--- src/rtl/dtp_pkg.sv ---
`timescale 1ns / 1ps
// Shared types and codes for the duration text parser.
// No dependencies; imported by every module of the block.
package dtp_pkg;

  localparam int unsigned QUEUE_DEPTH = 4;

  // Unit of one component, as decoded by the front end
  typedef logic [3:0] unit_kind_t;
  localparam unit_kind_t UK_NONE = 4'd0;
  localparam unit_kind_t UK_YEAR = 4'd1;
  localparam unit_kind_t UK_WEEK = 4'd2;
  localparam unit_kind_t UK_DAY  = 4'd3;
  localparam unit_kind_t UK_HOUR = 4'd4;
  localparam unit_kind_t UK_MIN  = 4'd5;
  localparam unit_kind_t UK_SEC  = 4'd6;
  localparam unit_kind_t UK_MS   = 4'd7;
  localparam unit_kind_t UK_US   = 4'd8;
  localparam unit_kind_t UK_NS   = 4'd9;

  typedef logic [1:0] status_t;
  localparam status_t ST_OK       = 2'd0;
  localparam status_t ST_NO_UNIT  = 2'd1;
  localparam status_t ST_BAD_UNIT = 2'd2;

  // One work command from the front end to the arithmetic back end
  typedef struct packed {
    logic       do_eval;
    unit_kind_t kind;
    logic [31:0] whole;
    logic [31:0] frac;
    logic       sign_seen;
    logic       sign_minus;
    logic       last;
    status_t    err;
  } dtp_cmd_t;

endpackage

--- src/rtl/dtp_queue.sv ---
`timescale 1ns / 1ps
// Short command queue between the parsing front end and the arithmetic
// back end. Uses dtp_pkg for the command type.
module dtp_queue #(
  parameter int unsigned DEPTH = dtp_pkg::QUEUE_DEPTH
) (
  input  logic              clk,
  input  logic              rst_n,
  input  logic              push,
  input  dtp_pkg::dtp_cmd_t push_cmd,
  output logic              full,
  input  logic              pop,
  output logic              empty,
  output dtp_pkg::dtp_cmd_t head
);
  import dtp_pkg::*;

  localparam int unsigned PW = (DEPTH > 1) ? $clog2(DEPTH) : 1;
  localparam int unsigned CW = $clog2(DEPTH + 1);

  dtp_cmd_t       mem [DEPTH];
  logic [PW-1:0]  wr_ptr_r, wr_ptr_nxt;
  logic [PW-1:0]  rd_ptr_r, rd_ptr_nxt;
  logic [CW-1:0]  count_r, count_nxt;
  logic           do_push;
  logic           do_pop;

  assign full    = (count_r == CW'(DEPTH));
  assign empty   = (count_r == '0);
  assign do_push = push && !full;
  assign do_pop  = pop && !empty;
  assign head    = mem[rd_ptr_r];

  always_comb begin
    wr_ptr_nxt = wr_ptr_r;
    rd_ptr_nxt = rd_ptr_r;
    count_nxt  = count_r;
    if (do_push) wr_ptr_nxt = (wr_ptr_r == PW'(DEPTH - 1)) ? '0 : wr_ptr_r + 1'b1;
    if (do_pop)  rd_ptr_nxt = (rd_ptr_r == PW'(DEPTH - 1)) ? '0 : rd_ptr_r + 1'b1;
    if (do_push && !do_pop) count_nxt = count_r + 1'b1;
    if (do_pop && !do_push) count_nxt = count_r - 1'b1;
  end

  always_ff @(posedge clk) begin
    if (do_push) mem[wr_ptr_r] <= push_cmd;
  end

  always_ff @(posedge clk) begin
    if (!rst_n) begin
      wr_ptr_r <= '0;
      rd_ptr_r <= '0;
      count_r  <= '0;
    end else begin
      wr_ptr_r <= wr_ptr_nxt;
      rd_ptr_r <= rd_ptr_nxt;
      count_r  <= count_nxt;
    end
  end

endmodule

--- config.mk ---
export PLATFORM = sky130hd
export DESIGN_NAME = dtp_queue
export DESIGN_NICKNAME = d
export VERILOG_FILES = /design/src/rtl/dtp_pkg.sv /design/src/rtl/dtp_queue.sv
export SDC_FILE = /design/constraint.sdc
export NUM_CORES = 1
export LEC_CHECK = 0
export ABC_CLOCK_PERIOD_IN_PS = 7800
export BUFFER_PORTS_ARGS = -buffer_cell sky130_fd_sc_hd__buf_2
export CAP_MARGIN = 10
export CORE_ASPECT_RATIO = 1.75
export CORE_MARGIN = 2
export CORE_UTILIZATION = 55
export DETAILED_ROUTE_END_ITERATION = 10
export PLACE_DENSITY = 0.77
export SYNTH_ARGS = -nofsm -noshare
export SYNTH_HDL_FRONTEND = slang
export SYNTH_SLANG_ARGS = --single-unit
--- constraint.sdc ---
create_clock -name clk -period 7.8 [get_ports clk]
set_input_delay 1.56 -clock clk [delete_from_list [all_inputs] [get_ports clk]]
set_output_delay 1.56 -clock clk [all_outputs]
set_load 0.01 [all_outputs]
# After elaboration in Yosys (flattened, before gate mapping)
# Memory sizes are Yosys's and may differ from the RTL's. A register that Yosys moved wholly into a read port is not among the register bits.
# Cells that the tools add are included.
[totals] ramBits=296 memories=1 latch_bits=0 mem_bits_ro=0 out_inout_bits=76 inputBits=78 register_bits=7
[classes] add_sub_neg=4 mul=0 shift=0 n_reduce_logical=10 n_div=0 order_cmp=0 n_eq_ne=3 bitwise_logic=0 muxes=8
[memory_table] memory="mem" words=4 width=74 read_ports=1 rd_ports_with_merged_regs=1 wr=1 line="dtp_queue.sv:21" rtl="dtp_cmd_t mem [DEPTH];"
[ops] operator="$mux 2" count=4
[ops] operator="$mux 3" count=2
[ops] operator="$add 2x1->2 const B" count=2
[ops] operator="$eq 2x2->1 const B" count=2
[ops] operator="$logic_and 1x1->1" count=4
[ops] operator="$logic_not 1->1" count=4
[ops] operator="$add 3x1->3 const B" count=1
[ops] operator="$eq 3x3->1 const B" count=1
[ops] operator="$logic_not 3->1" count=1
[ops] operator="$sub 3x1->3 const B" count=1
[ops] operator="$mux 1" count=2
[ops] operator="$reduce_bool 2->1" count=1

# Longest topological paths before layout
[logic_depth] ltp_word=7 mapped_depth=10 depth_no_buf=9

# Least setup slack after synthesis
# Ideal clock, no wire load.
[synth_timing] path_kind="input port to flip-flop" from="input port push" to="memory mem[0][0] in the netlist's numbering (enable)" t_arrival_ns=3.575 path_buffers=1 cell_stages=3 slack_ns=3.784 setup_time_ns=0.440 cell_sequence="nor2b_1 -> buf_2 -> and2_1"
[synth_via] elab_chain_cells=3
[synth_lines] element="start: declaration" line="dtp_queue.sv:9" rtl="input logic push,"
[synth_lines] element="$logic_and 1x1->1" line="dtp_queue.sv:30" rtl="assign do_push = push && !full;"
[synth_lines] element="$mux 1" line="dtp_queue.sv:45" rtl="if (do_push) mem[wr_ptr_r] <= push_cmd;"
[synth_lines] element="$mux 1 (not written as such)" line="dtp_queue.sv:45"
[synth_lines] element="end: declaration" line="dtp_queue.sv:21"
# No other way between the ends.

==> run summary <==
For the pin with the worst max-slew slack, the measured transition is 1150 ps. The global-route congestion overflow total came out at 0. The total design power came out at 0.00426 W. 154 I/O pins were placed. The routed layout has 5018 vias. The synthesized cell area is 0.0112 mm2. For this design, the CTS-stage hold fixing added 0 buffers. Setup violations remaining at the end of the flow were counted as 0.

The fraction of synthesized cell area taken by the top area cell type is 79.5%. The count of routing violations after the opening detailed-route iteration is 314. The detailed-route DRC error count came out at 0. The logic depth of the worst register-to-register path is 3. The xor and xnor area share after synthesis is 0.157%. The minimum setup slack in the final design is 3310 ps.

The cell depth of the worst hold path is 2. IR analysis of the VDD net gives a maximum drop of 0.233 mV. The required time at the worst-slack endpoint came out at 6240 ps.

The number of distinct standard cells referenced by the synthesized netlist is 24. The maximum clock insertion buffer count came out at 3. The maximum number of pins on one net before global-route repair came out at 75. For this design, the sink count on the clock tree is 305. The aggregate negative setup slack came out at 0 ps. The area growth from synthesis to layout came out at 16.7%. The starting density of the core is 55.6%. The highest achievable clock rate is 0.223 GHz.

Measured on the finished design, the core utilization comes to 64.8%. The post-synthesis area per instance came out at 25.3 um2. The total power per unit cell area is 327 mW/mm2. STA classifies the critical path startpoint as a flip-flop. The average via count per standard cell is 5.73. The placed wire-length estimate after detailed placement is 11.4 mm. Yosys attributes the largest share of cell area to edfxtp_1, mux4_2, dfxtp_1. The clock transition at the register clock pins on the worst setup and hold paths after CTS came out at 70 ps. The CTS H-tree depth is 1. The die boundary width came out at 112 um. The critical path is of the reg -> out type. The number of clock buffers added by TritonCTS is 26. The maximum single-stage delay on the critical path came out at 810 ps. The aggregate global-route resource usage is 18.0%. The max-capacitance violation count is 0. The type of the most critical hold path is reg -> reg. The mux share of post-synthesis cell area came out at 15.1%. The relative slew slack came out at 23.0%. The overall die height came out at 193 um.

Among all flip-flop cells after synthesis, the most frequent one is edfxtp_1. The per-cell routed wire length came out at 22.4 um. For this block, the routed nets add up to 19.6 mm of wire. The number of global-route vias before repair is 5428. The top fanout value on the critical path came out at 40. The insertion delay of the later-clocked pin in the worst-skew pair came out at 520 ps. The hold violation total from the final report came out at 0.

The setup slack on the worst flop-to-flop path came out at 5360 ps. The initial antenna violation count is 5. The number of nets handed over by synthesis was 527. The flow ran to the end, and the final reports show no timing, DRC or antenna violations. The arrival time at the worst endpoint came out at 2930 ps. Summing the areas of all fa, ha and maj instances in the mapped netlist gives 0.851% of the synthesized area. The post-placement worst setup slack came out at 3750 ps. The cell row count is 69. The antenna violation net count after detailed routing came out at 0. The full die area is 0.0215 mm2.

The fraction of final layout cells with drive strength greater than 1 is 43.8%. Counting flops with a built-in enable in the synthesized netlist gives 296. The clock tree skew after final layout came out at 11.2 ps.

The CTS tree is yes. The worst setup path is captured at an output pin. The share of synthesized registers carrying an async set or reset is 0%.

edfxtp_1 takes more of the synthesized area than any other cell. The number of detailed-route iterations in the first pass came out at 7. The sequential share of the synthesized area came out at 81.2%. The post-cts gate resize count came out at 0. After the last flow step, the layout net total stands at 691. The signal on the critical path passes through buf_4 -> mux4_2 -> buf_2.

The synthesized-area fraction occupied by ao, oa, aoi and oai cells is 0.314%. The count of final max-slew check failures came to 0. The critical path's slowest cell is dfxtp_4.

In this run the clock root is driven by a clkbuf_16. The final critical-path share of the clock period is 57.5%. Synthesis handed over a netlist of 442 instances. The first-pass GRT wire length came out at 29.7 mm.

The combinational family with the most area after synthesis is multiplexers. In this run the standard cell core region covers 0.0201 mm2. The total of warnings raised by yosys came out at 0. The leakage power of the design came out at 4.37 nW. The buffer count from post-CTS setup fixing is 0. At the end of routability-driven placement, the weighted congestion stood at 0.710. The number of I/O port buffers is 153.

Setup repair after global routing left no endpoint under its margin. The synthesized-area fraction occupied by and/or/nand/nor cells came out at 0.997%. The minimum clock period after layout came out at 4490 ps.

After synthesis the netlist holds a flip-flop and latch count of 305.
[state kept, by name, indices dropped and copies added, names as in the netlist, named ones only]
signal / count
rd_ptr_r: 2
wr_ptr_r: 2
count_r: 3
mem: 296
[report_power, final]
part / internal, W / switching [W] / leakage, nW / total, W
Combinational: 0.000424 / 0.000413 / 1.14 / 0.000837
Sequential: 0.00199 / 0.000110 / 2.79 / 0.00210
Clock: 0.000794 / 0.000536 / 0.434 / 0.00133
Total: 0.00320 / 0.00106 / 4.37 / 0.00426
[logic make-up (layout without fill, tap and decap cells)]
family,after synthesis,after routing
and+or+nand+nor,21,21
buffers and inverters,25,207
adders and majority gates,7,7
muxes,76,76
AOI/OAI and AO/OA,6,6
DFF,305,305
other,0,4
xor gates and xnor gates,2,2
[cell type report]
class / instances / area, um2
flip-flops and latches: 305 / 9080
fillers: 1290 / 7080
multi-input cells: 112 / 1960
repair buffers: 154 / 773
clock buffers: 31 / 691
well taps: 248 / 310
clock inverters: 15 / 198
inverters: 7 / 26.3
diodes: 4 / 10.0
[metrics by stage]
stage / instance area [um2] / instances / hold slack [ps]
2_1_floorplan: 11200 / 442 / 468
3_3_place_gp: 12100 / 826 / 476
3_5_place_dp: 12100 / 826 / 518
4_1_cts: 13000 / 872 / 527
5_1_grt: 13000 / 875 / 559
6_report: 13000 / 876 / 527
[synthesized netlist by cell type, types with 4 or more instances]
cell        n
o21ai_0     4
mux4_2     74
ha_1        6
and2_1      6
buf_6       7
dfxtp_1     9
nand2_1     7
inv_1       7
buf_2       8
edfxtp_1  296
[metal layers]
layer  global-route usage [%]  up-vias  part of all wire (%)
met3                     3.30       33                   5.2
met5                        0        -                 0.066
met1                     21.1     2623                    36
met4                     6.17        2                   2.3
met2                     33.3      155                    56
li1                         -     2205                     -
[cells in the final DEF, fill, tap and decap left out]
cell	n
a21boi_0	1
and2_1	2
and2_4	4
buf_2	153
buf_4	1
bufinv_16	5
clkbuf_1	4
clkbuf_16	27
clkinv_1	4
clkinv_2	5
clkinvlp_4	1
dfxtp_1	7
dfxtp_4	2
diode_2	4
edfxtp_1	296
fa_1	1
ha_1	6
inv_1	7
mux2i_1	2
mux4_2	74
nand2_1	7
nand3_1	2
nor2_1	2
nor2b_1	1
nor3_1	1
nor3b_2	1
o21ai_0	4
o31ai_1	1
or3_1	1
xnor2_1	1
xor2_1	1
[critical path, delay by kind of cell, from the launching register on]
family	cells	cell delay, ps
muxes	1	620
DFF	1	810
buffers and inverters	2	930
[final timing paths]
kind | end | from
setup reg to reg | mem[1][26]$_DFFE_PP_ | count_r[0]$_SDFFE_PN0P_
hold / removal | flip-flop | rd_ptr_r[0]$_SDFFE_PN0P_
setup / recovery | head[23] | flip-flop
hold reg to reg | flip-flop | rd_ptr_r[0]$_SDFFE_PN0P_
Note: power is estimated with default switching activity, not from simulation.
