[src/rtl/dtp_pkg.sv]
`timescale 1ns / 1ps
// Shared types and codes for the duration text parser.
// No dependencies; imported by every module of the block.
package dtp_pkg;

  localparam int unsigned QUEUE_DEPTH = 4;

  // Unit of one component, as decoded by the front end
  typedef logic [3:0] unit_kind_t;
  localparam unit_kind_t UK_NONE = 4'd0;
  localparam unit_kind_t UK_YEAR = 4'd1;
  localparam unit_kind_t UK_WEEK = 4'd2;
  localparam unit_kind_t UK_DAY  = 4'd3;
  localparam unit_kind_t UK_HOUR = 4'd4;
  localparam unit_kind_t UK_MIN  = 4'd5;
  localparam unit_kind_t UK_SEC  = 4'd6;
  localparam unit_kind_t UK_MS   = 4'd7;
  localparam unit_kind_t UK_US   = 4'd8;
  localparam unit_kind_t UK_NS   = 4'd9;

  typedef logic [1:0] status_t;
  localparam status_t ST_OK       = 2'd0;
  localparam status_t ST_NO_UNIT  = 2'd1;
  localparam status_t ST_BAD_UNIT = 2'd2;

  // One work command from the front end to the arithmetic back end
  typedef struct packed {
    logic       do_eval;
    unit_kind_t kind;
    logic [31:0] whole;
    logic [31:0] frac;
    logic       sign_seen;
    logic       sign_minus;
    logic       last;
    status_t    err;
  } dtp_cmd_t;

endpackage

[src/rtl/dtp_front.sv]
`timescale 1ns / 1ps
// Front end: walks the text one byte per item, tracks the parse phase and
// emits work commands (unit evaluation, sign, end of text). Uses dtp_pkg.
module dtp_front (
  input  logic              clk,
  input  logic              rst_n,
  input  logic              text_valid,
  input  logic [7:0]        text_byte,
  input  logic              text_last,
  output logic              cmd_push,
  output dtp_pkg::dtp_cmd_t cmd
);
  import dtp_pkg::*;

  localparam logic [2:0] PH_SKIP1 = 3'd0;
  localparam logic [2:0] PH_NUM   = 3'd1;
  localparam logic [2:0] PH_FRAC  = 3'd2;
  localparam logic [2:0] PH_SKIP2 = 3'd3;
  localparam logic [2:0] PH_UNIT  = 3'd4;
  localparam logic [2:0] PH_COMMA = 3'd5;

  localparam logic [7:0] CH_Y     = 8'h79;
  localparam logic [7:0] CH_W     = 8'h77;
  localparam logic [7:0] CH_D     = 8'h64;
  localparam logic [7:0] CH_H     = 8'h68;
  localparam logic [7:0] CH_S     = 8'h73;
  localparam logic [7:0] CH_N     = 8'h6E;
  localparam logic [7:0] CH_U     = 8'h75;
  localparam logic [7:0] CH_M     = 8'h6D;
  localparam logic [7:0] CH_I     = 8'h69;
  localparam logic [7:0] CH_L     = 8'h6C;
  localparam logic [7:0] CH_C     = 8'h63;
  localparam logic [7:0] CH_MU_HI = 8'hC2;
  localparam logic [7:0] CH_MU_LO = 8'hB5;
  localparam logic [7:0] CH_MINUS = 8'h2D;
  localparam logic [7:0] CH_PLUS  = 8'h2B;
  localparam logic [7:0] CH_DOT   = 8'h2E;
  localparam logic [7:0] CH_COMMA = 8'h2C;
  localparam logic [7:0] CH_ZERO  = 8'h30;
  localparam logic [7:0] CH_NINE  = 8'h39;
  localparam logic [7:0] CH_SPACE = 8'h20;
  localparam logic [7:0] CH_TAB   = 8'h09;
  localparam logic [7:0] CH_CR    = 8'h0D;

  typedef struct packed {
    unit_kind_t kind;
    status_t    err;
  } unit_dec_t;

  function automatic logic is_space(input logic [7:0] c);
    return (c == CH_SPACE) || ((c >= CH_TAB) && (c <= CH_CR));
  endfunction

  function automatic logic is_digit(input logic [7:0] c);
    return (c >= CH_ZERO) && (c <= CH_NINE);
  endfunction

  function automatic logic is_unit_byte(input logic [7:0] c);
    return ((c >= 8'h41) && (c <= 8'h5A)) || ((c >= 8'h61) && (c <= 8'h7A)) ||
           (c == CH_MU_HI) || (c == CH_MU_LO);
  endfunction

  // Judge a unit word by its first three bytes and its saturated length
  function automatic unit_dec_t unit_decode(input logic [7:0] c1, input logic [7:0] c2,
                                            input logic [7:0] c3, input logic [1:0] len);
    unit_dec_t d;
    d.kind = UK_NONE;
    d.err  = ST_OK;
    if (len == 2'd0) begin
      d.err = ST_NO_UNIT;
    end else begin
      unique case (c1)
        CH_Y: d.kind = UK_YEAR;
        CH_W: d.kind = UK_WEEK;
        CH_D: d.kind = UK_DAY;
        CH_H: d.kind = UK_HOUR;
        CH_S: d.kind = UK_SEC;
        CH_N: d.kind = UK_NS;
        CH_U: d.kind = UK_US;
        CH_M: begin
          if ((len == 2'd1) || ((c2 == CH_I) && (len == 2'd2)) ||
              ((c2 == CH_I) && (c3 == CH_N))) begin
            d.kind = UK_MIN;
          end else if ((c2 == CH_S) || ((c2 == CH_I) && (c3 == CH_L))) begin
            d.kind = UK_MS;
          end else if ((c2 == CH_I) && (c3 == CH_C)) begin
            d.kind = UK_US;
          end else if (c2 != CH_I) begin
            d.err = ST_BAD_UNIT;
          end
          // any other "mi" word adds nothing and is no error
        end
        CH_MU_HI: begin
          if ((len != 2'd1) && (c2 == CH_MU_LO)) begin
            d.kind = UK_US;
          end else begin
            d.err = ST_BAD_UNIT;
          end
        end
        default: d.err = ST_BAD_UNIT;
      endcase
    end
    return d;
  endfunction

  logic [2:0]  phase_r, phase_nxt;
  logic [31:0] whole_r, whole_nxt;
  logic [31:0] frac_r, frac_nxt;
  logic [1:0]  fdig_r, fdig_nxt;
  logic [7:0]  uc1_r, uc1_nxt;
  logic [7:0]  uc2_r, uc2_nxt;
  logic [7:0]  uc3_r, uc3_nxt;
  logic [1:0]  ulen_r, ulen_nxt;
  status_t     err_r, err_nxt;

  unit_dec_t dec_pre;
  unit_dec_t dec_post;
  logic      ev_pre;
  logic      ev_post;
  logic      sign_seen;
  logic      sign_minus;
  logic      go_skip1;
  logic      go_num;
  logic      go_skip2;

  assign dec_pre = unit_decode(uc1_r, uc2_r, uc3_r, ulen_r);

  always_comb begin
    phase_nxt  = phase_r;
    whole_nxt  = whole_r;
    frac_nxt   = frac_r;
    fdig_nxt   = fdig_r;
    uc1_nxt    = uc1_r;
    uc2_nxt    = uc2_r;
    uc3_nxt    = uc3_r;
    ulen_nxt   = ulen_r;
    err_nxt    = err_r;
    ev_pre     = 1'b0;
    ev_post    = 1'b0;
    sign_seen  = 1'b0;
    sign_minus = 1'b0;
    go_skip1   = 1'b0;
    go_num     = 1'b0;
    go_skip2   = 1'b0;

    if (err_r == ST_OK) begin
      unique case (phase_r)
        PH_UNIT: begin
          if (is_unit_byte(text_byte)) begin
            case (ulen_r)
              2'd0:    uc1_nxt = text_byte;
              2'd1:    uc2_nxt = text_byte;
              2'd2:    uc3_nxt = text_byte;
              default: uc3_nxt = uc3_r;
            endcase
            if (ulen_r != 2'd3) ulen_nxt = ulen_r + 2'd1;
          end else if (dec_pre.err != ST_OK) begin
            err_nxt = dec_pre.err;
          end else begin
            // unit ends here: hand it over, then reparse this byte
            ev_pre    = 1'b1;
            whole_nxt = '0;
            frac_nxt  = '0;
            phase_nxt = PH_SKIP1;
            go_skip1  = (text_byte != CH_COMMA);
          end
        end
        PH_COMMA: begin
          phase_nxt = PH_SKIP1;
          go_skip1  = (text_byte != CH_COMMA);
        end
        PH_NUM: go_num = 1'b1;
        PH_FRAC: begin
          if (is_digit(text_byte)) begin
            if (fdig_r != 2'd3) fdig_nxt = fdig_r + 2'd1;
            frac_nxt = frac_r * 32'd10 + {28'd0, text_byte[3:0]};
          end else begin
            case (fdig_r)
              2'd0:    frac_nxt = frac_r * 32'd1000;
              2'd1:    frac_nxt = frac_r * 32'd100;
              2'd2:    frac_nxt = frac_r * 32'd10;
              default: frac_nxt = frac_r;
            endcase
            fdig_nxt = 2'd0;
            go_skip2 = 1'b1;
          end
        end
        PH_SKIP2: go_skip2 = 1'b1;
        default: begin
          phase_nxt = PH_SKIP1;
          go_skip1  = 1'b1;
        end
      endcase

      if (go_skip1 && !is_space(text_byte)) begin
        phase_nxt = PH_NUM;
        if (text_byte == CH_MINUS) begin
          sign_seen  = 1'b1;
          sign_minus = 1'b1;
        end else if (text_byte == CH_PLUS) begin
          sign_seen = 1'b1;
        end else begin
          go_num = 1'b1;
        end
      end

      if (go_num) begin
        if (is_digit(text_byte)) begin
          whole_nxt = whole_nxt * 32'd10 + {28'd0, text_byte[3:0]};
        end else if (text_byte == CH_DOT) begin
          phase_nxt = PH_FRAC;
          fdig_nxt  = 2'd0;
        end else begin
          go_skip2 = 1'b1;
        end
      end

      if (go_skip2) begin
        phase_nxt = PH_SKIP2;
        if (!is_space(text_byte)) begin
          phase_nxt = PH_UNIT;
          if (is_unit_byte(text_byte)) begin
            uc1_nxt  = text_byte;
            ulen_nxt = 2'd1;
          end else begin
            ulen_nxt = 2'd0;
            err_nxt  = ST_NO_UNIT;
          end
        end
      end
    end

    // a unit still open at the end of the text is evaluated now
    dec_post = unit_decode(uc1_nxt, uc2_nxt, uc3_nxt, ulen_nxt);
    if (text_last && (err_nxt == ST_OK) && (phase_nxt == PH_UNIT)) begin
      if (dec_post.err != ST_OK) begin
        err_nxt = dec_post.err;
      end else begin
        ev_post = 1'b1;
      end
    end

    cmd.do_eval    = ev_pre || ev_post;
    cmd.kind       = ev_pre ? dec_pre.kind : dec_post.kind;
    cmd.whole      = ev_pre ? whole_r : whole_nxt;
    cmd.frac       = ev_pre ? frac_r : frac_nxt;
    cmd.sign_seen  = sign_seen;
    cmd.sign_minus = sign_minus;
    cmd.last       = text_last;
    cmd.err        = err_nxt;
    cmd_push       = text_valid && (ev_pre || ev_post || sign_seen || text_last);

    if (text_last) begin
      phase_nxt = PH_SKIP1;
      whole_nxt = '0;
      frac_nxt  = '0;
      fdig_nxt  = 2'd0;
      uc1_nxt   = '0;
      uc2_nxt   = '0;
      uc3_nxt   = '0;
      ulen_nxt  = 2'd0;
      err_nxt   = ST_OK;
    end
  end

  always_ff @(posedge clk) begin
    if (!rst_n) begin
      phase_r <= PH_SKIP1;
      whole_r <= '0;
      frac_r  <= '0;
      fdig_r  <= 2'd0;
      uc1_r   <= '0;
      uc2_r   <= '0;
      uc3_r   <= '0;
      ulen_r  <= 2'd0;
      err_r   <= ST_OK;
    end else if (text_valid) begin
      phase_r <= phase_nxt;
      whole_r <= whole_nxt;
      frac_r  <= frac_nxt;
      fdig_r  <= fdig_nxt;
      uc1_r   <= uc1_nxt;
      uc2_r   <= uc2_nxt;
      uc3_r   <= uc3_nxt;
      ulen_r  <= ulen_nxt;
      err_r   <= err_nxt;
    end
  end

endmodule

[config.mk]
export PLATFORM = sky130hd
export DESIGN_NAME = dtp_front
export DESIGN_NICKNAME = d
export VERILOG_FILES = /design/src/rtl/dtp_pkg.sv /design/src/rtl/dtp_front.sv
export SDC_FILE = /design/constraint.sdc
export NUM_CORES = 1
export LEC_CHECK = 0
export BUFFER_PORTS_ARGS = -buffer_cell sky130_fd_sc_hd__buf_4
export CAP_MARGIN = 40
export CORE_MARGIN = 5
export CORE_UTILIZATION = 65
export DETAILED_ROUTE_END_ITERATION = 16
export GPL_ROUTABILITY_DRIVEN = 0
export PLACE_DENSITY_LB_ADDON = 0.05
export RECOVER_POWER = 25
export SLEW_MARGIN = 20
export SYNTH_ARGS = -nofsm -noshare
export SYNTH_HDL_FRONTEND = slang
export SYNTH_SLANG_ARGS = --single-unit
[constraint.sdc]
create_clock -name clk -period 11.9 [get_ports clk]
set_clock_uncertainty 0.2 [all_clocks]
set_input_delay 1.19 -clock clk [delete_from_list [all_inputs] [get_ports clk]]
set_output_delay 1.19 -clock clk [all_outputs]
set_load 0.01 [all_outputs]
## Word level (Yosys, flattened, before mapping)

Cells that the tools add are included.

- Bits of input ports: 12
- Output and inout bits: 75
- Bits in registers: 97

- $add $sub $neg: 4
- Multipliers: 4
- Multiplexer cells: 127
- Reductions and logical operators: 44
- Magnitude comparators: 8
- Eq/ne operators: 55

Operator list:

| cell | number |
|---|---|
| 2-to-1 mux 32 bit | 15 |
| == test 8 x 7 -> 1 bit (second input constant) | 26 |
| 2-to-1 mux 8 bit | 18 |
| case mux 32 bit (3 select lines) | 1 |
| 2-to-1 mux 2 bit | 37 |
| case mux 4 bit (9 select lines) | 2 |
| adder 32 x 4 -> 32 bit | 2 |
| multiplier 32 x 3 -> 31 bit (second input constant) | 2 |
| case mux 32 bit (2 select lines) | 1 |
| == test 8 bit (second input constant) | 6 |
| 2-to-1 mux 4 bit | 11 |
| == test 8 x 6 -> 1 bit (second input constant) | 4 |
| multiplier 32 x 5 -> 30 bit (second input constant) | 1 |
| multiplier 32 x 7 -> 29 bit (second input constant) | 1 |
| 2-to-1 mux 3 bit | 10 |
| 2-to-1 mux 1 bit | 27 |
| logical AND 1 bit | 18 |
| greater-or-equal comparator 8 x 7 -> 1 bit (second input constant) | 2 |
| <= comparator 8 x 7 -> 1 bit (second input constant) | 2 |
| != test 8 x 7 -> 1 bit (second input constant) | 2 |
| OR reduction 7 bit | 2 |
| logical OR 1 bit | 13 |
| case mux 2 bit (3 select lines) | 2 |
| zero test 2 bit | 5 |
| other kinds (20) | 32 |

## Longest topological paths before layout

Gate-level depths: netlist of run 1.

- Depth after elaboration: 33
- Gate-level depth with buffers: 22
- Depth with buffers taken out: 20

## Least setup slack after synthesis of run 1

Ideal clock, no wire load.

- Path kind: in2out
- From: input port text_byte[4]
- To: output port cmd[68] (netlist bit)
- Required time: 10.510 ns
- Stages: 22
- Slack: 4.165 ns
- Arrival: 6.345 ns
- Cells stage by stage: buf_2 -> and3b_1 -> a22oi_1 -> o22ai_2 -> or3_1 -> nor3_2 -> clkbuf_1 -> nor2b_1 -> ha_1 -> ha_1 -> fa_1 -> a21oi_1 -> o211ai_1 -> a31oi_1 -> nor4_1 -> o2111a_1 -> a211oi_1 -> and4_1 -> nand4b_1 -> nor4b_2 -> xnor2_1 -> o21ai_1

RTL lines:

| item | line | RTL |
|---|---|---|
| start, declared | dtp_front.sv:8 | `input logic [7:0] text_byte,` |
| end, declared | dtp_front.sv:11 | `output dtp_pkg::dtp_cmd_t cmd` |

==> results of run 1 <==
[Yosys cell counts (25+ instances only)]
library cell    n  share of area [%]
ha_1          223                 15
inv_1         178                3.6
nand2_1       166                3.3
nor2_1        153                3.1
o21ai_0       134                3.6
a21oi_1       127                3.4
fa_1          119                 13
dfxtp_1        97                 10
nor2b_1        89                3.0
xnor2_1        79                3.7
clkbuf_1       74                1.5
nor3_1         64                1.7
xor2_1         52                2.4
nand3_1        49                1.3
a21o_1         44                1.8
a22o_1         40                1.9
nor4_1         30                1.0
nand2b_1       29               0.97
a211oi_1       28                1.1
a22oi_1        25                1.0
and2_1         25               0.83
[logic make-up (layout without fill, tap and decap cells)]
kind of cell,Yosys count,after routing,synth area share (%)
DFF,97,97,10.36
xor gates and xnor gates,131,131,6.122
muxes,50,50,3.098
buffers and inverters,279,308,5.842
adders and majority gates,342,342,27.60
and+or+nand+nor,751,751,21.34
AOI/OAI and AO/OA,694,694,25.63
[flip-flops by register name (all words and copies together) (netlist names), 3 cells and up]
register	flops
phase_r	3
uc1_r	8
whole_r	32
uc3_r	8
frac_r	32
uc2_r	8
[power by group through the flow]
stage	sequential (W)	clock [W]	combinational, W
floorplan	0.000336	0	0.000105
global placement	0.000339	0	0.000144
detailed placement	0.000339	0	0.000147
CTS	0.000331	0.000346	0.000148
global route	0.000332	0.000362	0.000160
finish	0.000331	0.000347	0.000149
[routing by layer]
metal / vias to the layer above / GRT usage [%]
li1: 8683 / -
met1: 8893 / 46.08
met3: 209 / 7.154
met5: - / 0
met2: 995 / 56.73
met4: 0 / 14.17
[metrics by stage]
stage	hold slack [ns]	total power [W]	util, %	instance area, um2	setup WS [ns]
floorplan	0.2322	0.0004410	-	18740	4.165
global placement	0.2446	0.0004830	68.57	19630	3.482
detailed placement	0.2561	0.0004857	68.66	19660	3.182
CTS	0.2771	0.0008247	69.81	19980	3.161
global route	0.2953	0.0008537	69.67	19940	1.936
finish	0.2809	0.0008279	69.67	19940	2.303
[worst min path at each step]
stage                     start  slack [ns]          end  cells past startpoint
CTS                 whole_r[31]        0.28  whole_r[31]                      1
global placement    whole_r[31]        0.24  whole_r[31]                      1
global route        whole_r[31]        0.30  whole_r[31]                      1
finish              whole_r[31]        0.28  whole_r[31]                      1
detailed placement  whole_r[31]        0.26  whole_r[31]                      1
floorplan           whole_r[31]        0.23  whole_r[31]                      1
[area by class of cell]
| type | count | area [um2] | share of cell area (%) |
|---|---|---|---|
| Clock buffer | 9 | 225.2 | 1.129 |
| Clock inverter | 7 | 101.3 | 0.5082 |
| Inverter | 178 | 668.1 | 3.350 |
| Multi-Input combinational cell | 1968 | 15690 | 78.66 |
| Sequential cell | 97 | 1942 | 9.737 |
| Tap cell | 384 | 480.5 | 2.409 |
| Timing Repair Buffer | 114 | 838.3 | 4.204 |
[cells in the final DEF (no fill, tap or decap), types with 24 or more instances in the layout]
cell type  instances
nor2_1           151
a211oi_1          28
nand3_1           49
a22o_1            40
dfxtp_1           97
a21o_1            44
a31oi_1           24
nor3_1            66
a22oi_1           25
xnor2_1           79
nand2_1          166
nand2b_1          29
mux2_2            24
inv_1            178
xor2_1            52
ha_1             223
a21oi_1          127
nor2b_1           88
fa_1             119
o21a_1            24
buf_4            105
o21ai_0          138
nor4_1            30
==> summary.md, run 1 <==
| Metric | Value |
|---|---|
| Clock Power Share | `41.9%` |
| Number of setup buffers added after CTS | `0` |
| I/O pin cnt | `87` |
| Final hold violation count | `0` |
| Met1 Wirelength | `approximately 24000 um` |
| Fin crit share | `80.65%` |
| Setup TNS | `0 ns` |
| H-tree levels | `3` |
| Clk slew on worst S/H paths | `0.08 ns` |
| Share of cells above drive strength 1 | `8.260%` |
| Int Power | `0.0005631 W` |
| Die H | `179.8 um` |
| Peak supply drop | `71.22 uV` |
| Power per cell area | `41.51 nW/um2` |
| Switch Pwr | `approximately 0.00026 W` |
| DRC Markers | `0` |
| Sw frac | `31.99%` |
| Vias/cell | `6.812` |
| FF-to-FF Start | `frac_r[7]` |
| Placed cells | `2739` |
| Max-Cap Viols | `0` |
| Count of final max-slew check failures | `0` |
| GRT Util Overall | `between 30% and 40%` |
| Min-delay worst type | `flip-flop to flip-flop` |
| First-pass GRT wire length | `94440 um` |
| Crit. End Element | `output pin` |
| Post-DP HPWL | `45020 um` |
| Gate power share | `18.0%` |
| Leak | `9.403 nW` |
| Final min period | `between 9 and 10 ns` |
| Cells after Synth | `2344` |
| Die Wd | `179.8 um` |
| Ys Warns | `0` |
| Syn_nets | `approximately 2700` |
| Critical path depth | `23` |
| CTS tree | `built` |
| Count of cell types in the netlist | `107` |
| EDFF count, synth | `0` |
| CP cell instances | `clkbuf_1 -> and3b_1 -> a22oi_1 -> o22ai_1 -> or3_1 -> nor3_4 -> buf_4 -> nor2b_1 -> ha_1 -> ha_1 -> fa_1 -> a21oi_1 -> o211ai_1 -> a31oi_1 -> nor4_1 -> o2111a_1 -> a211oi_1 -> and4_1 -> nand4b_1 -> nor4b_2 -> xnor2_1 -> o21ai_1 -> buf_4` |
| Initial DRT Pass Iterations | `8` |
| Sequential area share after synthesis | `10.36%` |
| Setup crit start | `text_byte[1]` |
| Metal2 WL | `26430 um` |
| FF+latch count, synth | `97` |
| Finished Layout Cells | `2757` |
| Crit path largest cell delay | `between 0.9 and 1 ns` |
| Top sig layer | `met4` |
| Max Fclk | `roughly 0.10 GHz` |
| Vias in the first global route | `18081` |
| Critical Path RT | `10.51 ns` |
| Worst Reg-to-Reg Cells | `16` |
| Worst slew margin | `3.430%` |
| Post-Route WL | `between 50000 and 60000 um` |
| Clock latency on the worst-skew pair | `0.37 ns` |
| Filler cell count | `2401` |
| Largest net degree at the start of global routing | `a little over 60` |
| Top FF cell, synth | `dfxtp_1` |
| CTS max path bufs | `2` |
| Number of hold buffers added after CTS | `0` |
| I/O Buffers | `86` |
| DIE AREA | `32330 um2` |
| Initial core utilization | `65.47%` |
| Syn Area/Cell | `around 8.0 um2` |
| Synthesis-to-finish area growth | `6.416%` |
| Crit path arrival time | `8.21 ns` |
| Reg-to-Reg End | `frac_r[25]` |
| Asr flop ratio synth | `0%` |
| Core area | `roughly 29000 um2` |
| TritonCTS buffer count | `9` |
| Nets@finish | `2722` |
| WL met3 | `around 6300 um` |
| Mapped cell area | `around 19000 um2` |
| Family with the most delay on the worst path | `compound AO/OA/AOI/OAI gates` |
| Initial antenna violation count | `0` |
| Post_cts resized | `0` |
| Row cnt | `between 60 and 70` |
| Slowest-stage cell, CP | `clkbuf_1` |
| Clk root buf | `clkbuf_16` |
| Post-route ant nets | `0` |
| Worst-Margin Slew | `1.449 ns` |
| Final setup vio count | `0` |
| Status | `completed` |
| Critical path class | `primary input to output pin` |
| Critical path fanouts, max | `35` |
| Startpoint Class | `primary input` |
| Flop pwr share | `40.0%` |
| DRT iter0 DRCs | `~2200` |
| RSZ-0062 raised after global routing | `false` |
| Sink Count | `just under 100` |
| Setup crit end | `cmd[68]` |
| R2r setup slk | `4.99 ns` |
| Diode count | `0` |
| Vias | `18780` |
| Wire length per cell | `roughly 21 um` |
| Gr ovfl total | `0` |
| CP Buf/Inv Count | `3` |
(Power assumes the default switching activity.)
==> run 2: changes to the inputs <==
Clock period 11.9 ns to 9.3 ns, I/O delays scaled along.
==> summary.md, run 2 (synthesis gave the netlist of run 1 again) <==
| Metric | Value |
|---|---|
| Reg-to-Reg End | `whole_r[31]` |
| Count of final max-slew check failures | `0 (unchanged)` |
| Number of hold buffers added after CTS | `0 (unchanged)` |
| Critical Path RT | `8.17 ns (-2.34 ns)` |
| Post-Route WL | `60040 um (+1.8%)` |
| Post-route ant nets | `0 (unchanged)` |
| CP cell instances | `buf_4 -> and3b_1 -> a22oi_1 -> o22ai_1 -> or3_1 -> nor3_4 -> buf_4 -> nor2b_1 -> ha_1 -> ha_1 -> fa_1 -> a21oi_1 -> o211ai_1 -> a31oi_1 -> nor4_1 -> o2111a_1 -> a211oi_1 -> and4_1 -> nand4b_1 -> nor4b_2 -> xnor2_1 -> o21ai_1 -> buf_4` |
| Finished Layout Cells | `2766 (+0.33%)` |
| TritonCTS buffer count | `9 (unchanged)` |
| Min-delay worst type | `flip-flop to flip-flop` |
| Sw frac | `32.19% (+0.20 points)` |
| Power per cell area | `51.03 nW/um2 (+23%)` |
| I/O pin cnt | `87 (unchanged)` |
| Row cnt | `62 (unchanged)` |
| Post_cts resized | `0 (unchanged)` |
| Clk slew on worst S/H paths | `0.07 ns (about the same)` |
| Crit path arrival time | `7.22 ns (-0.99 ns)` |
| Regs by FF count | `frac_r: 32 flops, whole_r: 32 flops` |
| First-pass GRT wire length | `95740 um (+1.4%)` |
| H-tree levels | `3 (unchanged)` |
| Worst Reg-to-Reg Cells | `21 (+5)` |
| DRC Markers | `0 (unchanged)` |
| Vias | `18935 (+0.83%)` |
| Number of setup buffers added after CTS | `0 (unchanged)` |
| Final hold violation count | `0 (unchanged)` |
| Crit path largest cell delay | `0.53 ns (-0.39 ns)` |
| Final Power | `0.001020 W (+23%)` |
| Vias/cell | `6.846 (+0.50%)` |
| Worst-Margin Slew | `1.265 ns (-0.1834 ns)` |
| Crit. End Element | `output pin` |
| Initial core utilization | `65.47% (unchanged)` |
| Peak supply drop | `94.82 uV (+33%)` |
| Gr ovfl total | `0 (unchanged)` |
| Placed Area | `19710 um2 (+0.25%)` |
| Fin crit share | `about nine tenths` |
| FF-to-FF Start | `ulen_r[0]` |
| Final instance area | `19990 um2 (+0.22%)` |
| Nets@finish | `2731 (+0.33%)` |
| Int Power | `0.0006916 W (+23%)` |
| CP most frequent cell | `buf_4` |
| Max Fclk | `about 0.12 GHz` |
| Diode count | `0 (unchanged)` |
| Status | `completed` |
| Commonest non-fill, non-tap cell in the layout | `ha_1` |
| Synthesis-to-finish area growth | `6.650%` |
| I/O Buffers | `86 (unchanged)` |
| Max-Cap Viols | `0 (unchanged)` |
| Critical path fanouts, max | `34 (-2.9%)` |
| GRT Util Overall | `35.59% (+0.51 points)` |
| DRT iter0 DRCs | `2252 (+2.7%)` |
| Most frequent cells in the layout | `ha_1, inv_1, nand2_1, nor2_1, o21ai_0` |
| Critical path class | `primary input to output pin` |
| RSZ-0062 raised after global routing | `false` |
| Final min period | `8.350 ns` |
| Die H | `179.8 um (unchanged)` |
| Worst slew margin | `14.77% (+11 points)` |
| DIE AREA | `32330 um2 (unchanged)` |
| Vias in the first global route | `18691 (+3.4%)` |
| Post-DP HPWL | `45740 um (+1.6%)` |
| Largest net degree at the start of global routing | `62 (unchanged)` |
| CTS tree | `built` |
| Startpoint Class | `primary input` |
| Initial DRT Pass Iterations | `6 (-2)` |
| Clk root buf | `clkbuf_16` |
| Clock Power Share | `39.6% (-2.3 points)` |
| Core area | `28630 um2 (unchanged)` |
| Setup crit start | `text_byte[1]` |
| Sink Count | `97 (unchanged)` |
| Leak | `9.446 nW (+0.45%)` |
| Initial antenna violation count | `0 (unchanged)` |
| Gate power share | `18.9% (+0.9 points)` |
| Die Wd | `179.8 um (unchanged)` |
| Clock latency on the worst-skew pair | `0.37 ns (about the same)` |
| Setup crit end | `cmd[68]` |
| Wire length per cell | `21.71 um (+1.4%)` |
| Flop pwr share | `41.5% (+1.5 points)` |
| R2r setup slk | `2.62 ns (-2.37 ns)` |
| Switch Pwr | `0.0003283 W (+24%)` |
| Placed cells | `2746 (+0.26%)` |
| Slowest-stage cell, CP | `or3_1` |
| Share of cells above drive strength 1 | `8.606% (+0.35 points)` |
| Final setup vio count | `0 (unchanged)` |
| Setup TNS | `0 ns (unchanged)` |
| CTS max path bufs | `2 (unchanged)` |
==> run 2: cell type report <==
cell class	instances	area, um2
Clock buffer	10	229.0
Clock inverter	6	67.56
Fill cell	2440	8638
Inverter	178	668.1
Multi-Input combinational cell	1968	15690
Sequential cell	97	1942
Tap cell	384	480.5
Timing Repair Buffer	123	914.6
==> run 2: worst min-delay path by stage <==
stage / startpoint / endpoint / slack [ns] / cells past startpoint
2_1_floorplan: whole_r[31] / whole_r[31] / 0.23 / 1
3_3_place_gp: whole_r[31] / whole_r[31] / 0.24 / 1
3_5_place_dp: whole_r[31] / whole_r[31] / 0.27 / 1
4_1_cts: whole_r[31] / whole_r[31] / 0.29 / 1
5_1_grt: whole_r[18] / whole_r[18] / 0.32 / 1
6_report: whole_r[31] / whole_r[31] / 0.28 / 1
==> run 2: critical path, delay by kind of cell <==
family | cells | cell delay, ns
buf+inv | 3 | 0.80
simple gates | 8 | 2.10
fa+ha+maj | 3 | 0.94
compound gates | 8 | 2.23
xor+xnor | 1 | 0.20
==> run 2: power groups by stage <==
stage / sequential, W / clock [W] / combinational, W
global route: 0.000424 / 0.000424 / 0.000207
floorplan: 0.000430 / 0 / 0.000134
finish: 0.000423 / 0.000404 / 0.000193
detailed placement: 0.000433 / 0 / 0.000189
CTS: 0.000423 / 0.000406 / 0.000190
global placement: 0.000433 / 0 / 0.000186
==> run 2: per-layer routing <==
layer | share of wire (%) | up-vias | global-route usage [%]
met5 | 0 | - | 0
met4 | 4.5 | 0 | 15.21
met3 | 9.9 | 210 | 6.487
met2 | 45 | 999 | 58.32
met1 | 40 | 9042 | 46.26
li1 | - | 8684 | -
==> run 2: per-stage QoR <==
step                      hold WS [ns]  worst slack [ns]  utilization [%]
after floorplan                 0.2322             2.085                -
after global placement          0.2446             1.437            68.77
after detailed placement        0.2677             1.119            68.84
after CTS                       0.2860             1.113            69.88
after global routing            0.3171            0.5166            69.82
final                           0.2836            0.9501            69.82
==> run 3: changes to the inputs <==
Settings changed: ABC_AREA set to 1, CORE_MARGIN 5 to not set.
==> summary.md, run 3 <==
| Metric | Value |
|---|---|
| Status | `complete, but fails checks` |
| Failing checks | `capacitance limit, slew limit` |
| Number of setup buffers added after CTS | `0 (unchanged)` |
| Peak supply drop | `86.94 uV (-8.3%)` |
| Share of cells above drive strength 1 | `6.908% (-1.7 points)` |
| Post-DP HPWL | `47090 um (+3.0%)` |
| Sink Count | `97 (unchanged)` |
| Final hold violation count | `0 (unchanged)` |
| Die Wd | `175.2 um (-2.6%)` |
| Crit path arrival time | `6.98 ns (-0.24 ns)` |
| TritonCTS buffer count | `9 (unchanged)` |
| Critical path fanouts, max | `25 (-26%)` |
| Vias | `21405 (+13%)` |
| Worst-Margin Slew | `1.810 ns (+0.5451 ns)` |
| Min-delay worst type | `flip-flop to flip-flop` |
| Hold Startpoint | `uc2_r[2]` |
| Top FF cell, synth | `dfxtp_1` |
| Post-Route WL | `60850 um (+1.3%)` |
| Regs by FF count | `frac_r: 32 flops, whole_r: 32 flops` |
| Setup TNS | `0 ns (unchanged)` |
| Leak | `10.66 nW (+13%)` |
| Core area | `29560 um2 (+3.3%)` |
| Critical path class | `primary input to output pin` |
| Crit. End Element | `output pin` |
| PnR worst setup slack | `1.190 ns (+0.2402 ns)` |
| Setup WS pre-CTS | `1.766 ns (+0.6465 ns)` |
| Gr ovfl total | `0 (unchanged)` |
| Commonest non-fill, non-tap cell in the layout | `nand2_1` |
| EDFF count, synth | `0 (unchanged)` |
| Hold Worst Slack | `0.2709 ns (-0.01275 ns)` |
| CTS tree | `built` |
| Synthesis-to-finish area growth | `6.371%` |
| Post_cts resized | `0 (unchanged)` |
| Ys Warns | `0 (unchanged)` |
| DRC Markers | `0 (unchanged)` |
| FF-to-FF Start | `uc1_r[6]` |
| Row cnt | `63 (+1.6%)` |
| Clk root buf | `clkbuf_16` |
| Count of cell types in the netlist | `67 (-37%)` |
| DIE AREA | `30700 um2 (-5.0%)` |
| Die H | `175.2 um (-2.6%)` |
| Post-route ant nets | `0 (unchanged)` |
| Clock latency on the worst-skew pair | `0.38 ns (about the same)` |
| Initial core utilization | `65.97% (+0.50 points)` |
| Clk slew on worst S/H paths | `0.07 ns (about the same)` |
| Diode count | `0 (unchanged)` |
| Vias in the first global route | `20004 (+7.0%)` |
| Startpoint Class | `primary input` |
| Crit path largest cell delay | `0.46 ns (-0.07 ns)` |
| CTS max path bufs | `2 (unchanged)` |
| Setup crit start | `text_byte[2]` |
| Largest cells by area after synthesis | `ha_1, nand2_1, fa_1` |
| Syn_nets | `3420 (+27%)` |
| Post-synth top cells | `nand2_1, inv_1, a21oi_1, nor2_1, ha_1` |
| CP most frequent cell | `nand2_1` |
| Largest net degree at the start of global routing | `84 (+35%)` |
| Slowest-stage cell, CP | `nor4_1` |
| DRT iter0 DRCs | `2496 (+11%)` |
| Critical Path RT | `8.17 ns (about the same)` |
| Cells after Synth | `3066 (+31%)` |
| Most frequent cells in the layout | `nand2_1, inv_1, a21oi_1, nor2_1, o21ai_0` |
| Area leader, netlist | `ha_1` |
| Final setup vio count | `0 (unchanged)` |
| I/O pin cnt | `87 (unchanged)` |
| Fin crit share | `87.20% (-2.6 points)` |
| Vias/cell | `6.137 (-10%)` |
| H-tree levels | `3 (unchanged)` |
| GRT Util Overall | `39.92% (+4.3 points)` |
| Power per cell area | `53.86 nW/um2 (+5.5%)` |
| Asr flop ratio synth | `0% (unchanged)` |
| Max Fclk | `0.1233 GHz (+3.0%)` |
| Initial DRT Pass Iterations | `11 (+5)` |
| Max-Cap Viols | `1 (+1)` |
| Final min period | `8.110 ns (-0.2402 ns)` |
| FF+latch count, synth | `97 (unchanged)` |
| Wire length per cell | `17.45 um (-20%)` |
| Synth top area share | `14.31% (-0.58 points)` |
| RSZ-0062 raised after global routing | `false` |
| First-pass GRT wire length | `99170 um (+3.6%)` |
| Number of hold buffers added after CTS | `0 (unchanged)` |
| Family with the most delay on the worst path | `simple AND/OR/NAND/NOR gates` |
| I/O Buffers | `86 (unchanged)` |
| Worst slew margin | `-20.68% (-35 points)` |
| Syn Area/Cell | `6.360 um2 (-20%)` |
| CP Buf/Inv Count | `7 (+4)` |
| Initial antenna violation count | `0 (unchanged)` |
| Sequential area share after synthesis | `9.958% (-0.40 points)` |
| Count of final max-slew check failures | `45 (+45)` |
| Count leader, synth | `nand2_1` |
| Nets@finish | `3447 (+26%)` |
| Mapped cell area | `19500 um2 (+4.1%)` |
| Core Util, Final | `70.18% (+0.35 points)` |
[run 3: changes by cell type after synthesis, moves of 25 or more]
cell / delta
inv_1: +237
nand2_1: +570
a211oi_1: -26
a22o_1: -40
nor3_1: -25
nor2b_1: -89
nor2_1: +101
xnor2_1: -41
o21ai_0: +87
a21oi_1: +164
a21o_1: -35
nand2b_1: -29
nand3_1: +100
[run 3: final cells by class]
class / count / area [um2]
Multi-Input combinational cell: 2435 / 15450
Fill cell: 2637 / 8816
Sequential cell: 97 / 1942
Inverter: 440 / 1653
Timing Repair Buffer: 110 / 914.6
Tap cell: 390 / 488.0
Clock buffer: 12 / 246.5
Clock inverter: 4 / 51.30
[run 3: where the power goes]
part           leakage (nW)  total, W  internal [W]  switching, W
logic                  9.74  0.000278     0.0000876      0.000190
clock network         0.143  0.000410      0.000217      0.000193
registers             0.782  0.000429      0.000421    0.00000887
[run 3: logic make-up after synthesis]
logic type	after synthesis	synth area share, %
AOI/OAI and AO/OA	678	19.58
adders and majority gates	342	26.52
xor gates and xnor gates	95	4.337
and+or+nand+nor	1318	29.05
muxes	2	0.1027
buffers and inverters	534	10.45
DFF	97	9.958
[run 3: path summary, 6_finish.rpt]
| check | end | slack (ns) | cells past startpoint |
|---|---|---|---|
| worst max register to register | whole_r[30] | 3.14 | 32 |
| worst min register to register | uc2_r[2] | 0.27 | 2 |
| worst max-delay path | cmd[67] | 1.19 | 37 |
| worst min-delay path | uc2_r[2] | 0.27 | 2 |
[run 3: per-stage QoR]
step	power (W)	std cells	area [um2]
2_1_floorplan	0.0006286	3066	19500
3_3_place_gp	0.0007055	3465	20400
3_5_place_dp	0.0007143	3469	20510
4_1_cts	0.001118	3485	20810
5_1_grt	0.001158	3488	20740
6_report	0.001117	3488	20740
[run 3: worst reg2reg max path: cells and delay by family (launching register included)]
family	cells	cell delay [ns]
flops	1	0.50
fa+ha+maj	2	0.64
buf+inv	5	0.83
xor+xnor	1	0.43
simple gates	20	2.87
compound gates	4	0.58
[run 3: metal layers]
layer,vias up,GRT usage [%],share of wire [%],wire length [um]
met5,-,0,0,0
met4,0,16.78,4.0,2413
met3,229,7.180,10,6216
met2,1158,64.57,45,27200
met1,9849,52.18,41,25030
li1,10169,-,-,-
